### src/hw/rtl/pdh_pkg.sv
// Shared types and constants of the pair distance histogram unit.
package pdh_pkg;

    // Command codes carried in the input side-band field
    typedef enum logic [1:0] {
        CMD_ADD   = 2'd0,
        CMD_READ  = 2'd1,
        CMD_CLEAR = 2'd2,
        CMD_NOP   = 2'd3
    } t_cmd;

    // Configuration register indexes
    localparam logic [2:0] CFG_BOX_SIZE  = 3'd0;
    localparam logic [2:0] CFG_PERIODIC  = 3'd1;
    localparam logic [2:0] CFG_BIN_SCALE = 3'd2;
    localparam logic [2:0] CFG_BIN_COUNT = 3'd3;
    localparam logic [2:0] CFG_LABELS    = 3'd4;

    localparam int CFG_IDX_W  = 3;
    localparam int CFG_DATA_W = 36;
    localparam int CNT_W      = 20;
    localparam int ROOT_W     = 32;
    localparam int TYPE_W     = 2;
    localparam int BINIDX_W   = 8;
    localparam int COLIDX_W   = 3;
    localparam int LABEL_W    = 4;

    localparam logic [CNT_W-1:0] COUNT_MAX = '1;

    // Register reset values
    localparam logic [22:0] RST_BOX_SIZE  = 23'd4096;
    localparam logic        RST_PERIODIC  = 1'b1;
    localparam logic [23:0] RST_BIN_SCALE = 24'd65536;
    localparam logic [8:0]  RST_BIN_COUNT = 9'd256;
    localparam logic [35:0] RST_LABELS    = 36'd0;

    // Sequencer states of the back end
    typedef enum logic [3:0] {
        ST_INIT,
        ST_IDLE,
        ST_CLEAR,
        ST_PAIR_RD,
        ST_DIFF,
        ST_SQ,
        ST_SUM,
        ST_ROOT,
        ST_SCALE,
        ST_BIN,
        ST_HRD,
        ST_HWR,
        ST_STORE,
        ST_RD,
        ST_OUT
    } t_state;

endpackage

### src/hw/rtl/pdh_front.sv
// Front end: accepts commands, drops no-ops and queues the rest for the back end.
module pdh_front
    import pdh_pkg::*;
#(
    parameter int COORD_BITS = 24,
    parameter int IN_W       = 88
) (
    input  logic                         i_clk,
    input  logic                         i_rst_n,
    input  logic                         i_tvalid,
    output logic                         o_tready,
    input  logic [IN_W-1:0]              i_tdata,
    input  logic [1:0]                   i_tuser,
    input  logic                         i_hold,
    output logic                         o_valid,
    input  logic                         i_pop,
    output t_cmd                         o_cmd,
    output logic signed [COORD_BITS-1:0] o_x,
    output logic signed [COORD_BITS-1:0] o_y,
    output logic signed [COORD_BITS-1:0] o_z,
    output logic [TYPE_W-1:0]            o_type,
    output logic [BINIDX_W-1:0]          o_bin,
    output logic [COLIDX_W-1:0]          o_col
);

    localparam int C  = COORD_BITS;
    localparam int EW = 3*C + 13;

    logic [EW-1:0] r_ent [2];
    t_cmd          r_cmd [2];
    logic [1:0]    r_fill;
    logic          r_wp;
    logic          r_rp;
    logic          push;
    logic          pop;
    t_cmd          in_cmd;

    assign in_cmd   = t_cmd'(i_tuser);
    assign o_tready = (r_fill != 2'd2) && !i_hold;
    // no-op commands are taken and dropped here
    assign push     = i_tvalid && o_tready && (in_cmd != CMD_NOP);
    assign o_valid  = (r_fill != 2'd0);
    assign pop      = i_pop && o_valid;

    // queue pointers and fill level
    always_ff @(posedge i_clk) begin
        if (!i_rst_n) begin
            r_fill <= 2'd0;
            r_wp   <= 1'b0;
            r_rp   <= 1'b0;
        end else begin
            if (push) r_wp <= !r_wp;
            if (pop) r_rp <= !r_rp;
            r_fill <= r_fill + 2'(push) - 2'(pop);
        end
    end

    // queue storage
    always_ff @(posedge i_clk) begin
        if (push) begin
            r_ent[r_wp] <= i_tdata[EW-1:0];
            r_cmd[r_wp] <= in_cmd;
        end
    end

    assign o_cmd  = r_cmd[r_rp];
    assign o_x    = r_ent[r_rp][C-1:0];
    assign o_y    = r_ent[r_rp][2*C-1:C];
    assign o_z    = r_ent[r_rp][3*C-1:2*C];
    assign o_type = r_ent[r_rp][3*C+1:3*C];
    assign o_bin  = r_ent[r_rp][3*C+9:3*C+2];
    assign o_col  = r_ent[r_rp][3*C+12:3*C+10];

endmodule

### config.mk
export PLATFORM = sky130hd
export DESIGN_NAME = pdh_front
export DESIGN_NICKNAME = d
export VERILOG_FILES = /design/src/hw/rtl/pdh_pkg.sv /design/src/hw/rtl/pdh_front.sv
export SDC_FILE = /design/constraint.sdc
export NUM_CORES = 1
export LEC_CHECK = 0
export ABC_AREA = 1
export BUFFER_PORTS_ARGS = -buffer_cell sky130_fd_sc_hd__buf_2
export CAP_MARGIN = 20
export CORE_MARGIN = 1.5
export CORE_UTILIZATION = 47
export CTS_CLUSTER_DIAMETER = 50
export DETAILED_ROUTE_END_ITERATION = 6
export HOLD_SLACK_MARGIN = 0.02
export PLACE_DENSITY = 0.8
export SYNTH_ARGS = -nofsm -noshare
export SYNTH_HDL_FRONTEND = slang
export SYNTH_SLANG_ARGS = --single-unit
### constraint.sdc
create_clock -name i_clk -period 5.7 [get_ports i_clk]
set_input_delay 1.14 -clock i_clk [delete_from_list [all_inputs] [get_ports i_clk]]
set_output_delay 1.14 -clock i_clk [all_outputs]
set_load 0.02 [all_outputs]
==> metrics.md <==
| Metric | Value |
|---|---|
| Register area share after synthesis | `between 80% and 90%` |
| # fillers | `~1000` |
| Final min period | `3610 ps` |
| Drt first-iter violations | `roughly 170` |
| Initial antenna violation count | `1` |
| Clk buf depth | `2` |
| Final setup vio count | `0` |
| CP startpoint kind | `flop` |
| GRT Util Overall | `15.0%` |
| Crit. End Element | `output port` |
| DRC Markers | `0` |
| Slew Viols, Final | `0` |
| HPWL Detailed | `7.24 mm` |
| Number of antenna diodes | `0` |
| Worst Path Arrival | `2470 ps` |
| Final hold violation count | `0` |
| ANT nets after route | `0` |
| Rel. slew slack | `43.3%` |
| CP Class | `flop to output port` |
| Setup TNS | `0 ps` |
| Syn. warnings | `0` |
| Clock Skews | `6.84 ps` |
| RSZ-0062 raised after global routing | `no` |
| Clock slew at reported path FFs | `around 50 ps` |
| Req. time, crit path | `4560 ps` |
| Routed length per instance | `15.8 µm` |
| Syn nets | `between 400 and 500` |
| Post-Synthesis Cell Area | `between 6000 and 7000 µm²` |
| Synthesis-stage register bit count | `179` |
| Row cnt | `43` |
| CTS sink count | `between 150 and 200` |
| Core region area | `approximately 14000 µm²` |
| Number of port buffers | `180` |
| RD Place Congestion | `0.649` |
| Syn avg cell area | `21.8 µm²` |
| Root buf cell | `clkbuf_16` |
| Hold-fix buffers, CTS | `0` |
| Area Overhead vs Synth | `25.4%` |
| Hold Crit Class | `flop to flop` |
| Num CTS Buffers | `17` |
| Vias after detailed routing | `about 3400` |
| Max_cap viols | `0` |
| Fmax | `approximately 0.28 GHz` |
| CTS resizes | `0` |
| Worst Tran Pin Value | `approximately 850 ps` |
| Outcome | `completed` |
| DR vias/cell | `a little under 5` |
| Commonest cells after routing, fill and taps aside | `buf_2, edfxtp_1, mux2_2` |
| Initial Utilization | `~48%` |
| Post-layout util | `60.2%` |
| # H-tree levels | `4` |
| Overflow after GRT | `0` |
| Synth Instances | `slightly above 300` |
| Synth cell types | `14` |
| Vias in the first global route | `~3400` |
| Crit path max fanout | `52` |
| Static Leakage | `~3.2 nW` |
| Die width | `about 120 µm` |
| First-pass GRT wire length | `16.3 mm` |
| Final Cycle Share | `~63%` |
| Largest net degree at the start of global routing | `53` |
| Power per cell area | `between 400 and 500 nW/µm²` |
| Die ar. | `around 15000 µm²` |
| DIE HEIGHT | `roughly 120 µm` |
| Commonest non-fill, non-tap cell in the layout | `buf_2` |
| First-pass detailed-route iteration total | `4` |
| CTS tree | `yes` |
| I/O pin cnt | `184` |
| Worst vdd ir | `239 µV` |
| Clock Latency Late Sink | `420 ps` |
| Total Wirelength | `approximately 11 mm` |
| Post-CTS Setup Bufs | `0` |
| Fin nets | `just under 600` |
| Layout cells sized above 1 | `approximately three fifths` |
-- critical path, cell delays in order (launching register included) --
cell	delay, ps
dfxtp_4	890
buf_4	550
mux2_2	390
buf_2	160
-- routing by layer --
layer,global-route usage (%),up-vias,wire [µm]
met1,17.3,1626,4330
met2,24.0,132,5410
met5,0,-,10
met4,7.94,2,219
met3,6.27,19,962
li1,-,1577,-
-- cells by family after synthesis --
family / share of synthesized area (%)
compound gates: 0.339
xor+xnor: 0.132
fa+ha+maj: 0.377
flops: 80.2
simple gates: 0.924
mux: 16.5
buf+inv: 1.56
-- cell usage after synthesis, drive strengths merged --
cell type / n / area share (%)
a21oi: 3 / 0.23
buf: 10 / 1.2
dfxtp: 5 / 1.5
edfxtp: 174 / 79
ha: 2 / 0.38
inv: 6 / 0.34
mux2: 87 / 16
nand2: 8 / 0.45
nand3: 1 / 0.075
nor2: 7 / 0.40
o21a: 1 / 0.11
xnor2: 1 / 0.13
-- area by class of cell --
cell class	count	area [µm²]	share of cell area, %
tap	180	225	2.71
inverter	6	23.8	0.286
clock buffer	20	437	5.24
clock inverter	11	138	1.65
multi-input combinational	110	1220	14.6
sequential	179	5330	64.0
timing repair buffer	184	956	11.5
-- final timing paths --
kind | startpoint | to | slack [ps] | cells past startpoint
min reg2reg | r_rp$_SDFFE_PN0P_ | r_rp$_SDFFE_PN0P_ | 500 | 2
min | r_rp$_SDFFE_PN0P_ | r_rp$_SDFFE_PN0P_ | 500 | 2
max | flop | o_y[10] | 2090 | 3
max reg2reg | r_fill[0]$_SDFF_PN0_ | r_ent[1][0]$_DFFE_PP_ | 3250 | 5
-- through the flow --
stage | cells | setup WS [ps] | instance area, µm² | power (mW) | hold WS, ps
4_1_cts | 690 | 2010 | 8330 | 3.54 | 503
3_3_place_gp | 658 | 2410 | 7730 | 2.39 | 482
2_1_floorplan | 305 | 1220 | 6640 | 2.19 | 467
6_report | 690 | 2090 | 8330 | 3.49 | 495
3_5_place_dp | 659 | 2410 | 7750 | 2.41 | 489
5_1_grt | 690 | 1930 | 8330 | 3.64 | 534
-- state kept, by name (all words and copies together) (netlist names), named ones only --
name	flops
r_ent	170
r_rp	1
r_fill	2
r_wp	1
r_cmd	4
-- power breakdown --
part           switching (mW)  internal, mW  leakage, nW  total [mW]
registers              0.0774          1.54         1.63        1.62
clock network           0.443         0.682        0.280        1.12
logic                   0.403         0.349         1.25       0.752
total                   0.923          2.57         3.16        3.49
Power figures use the tool's default switching activity.
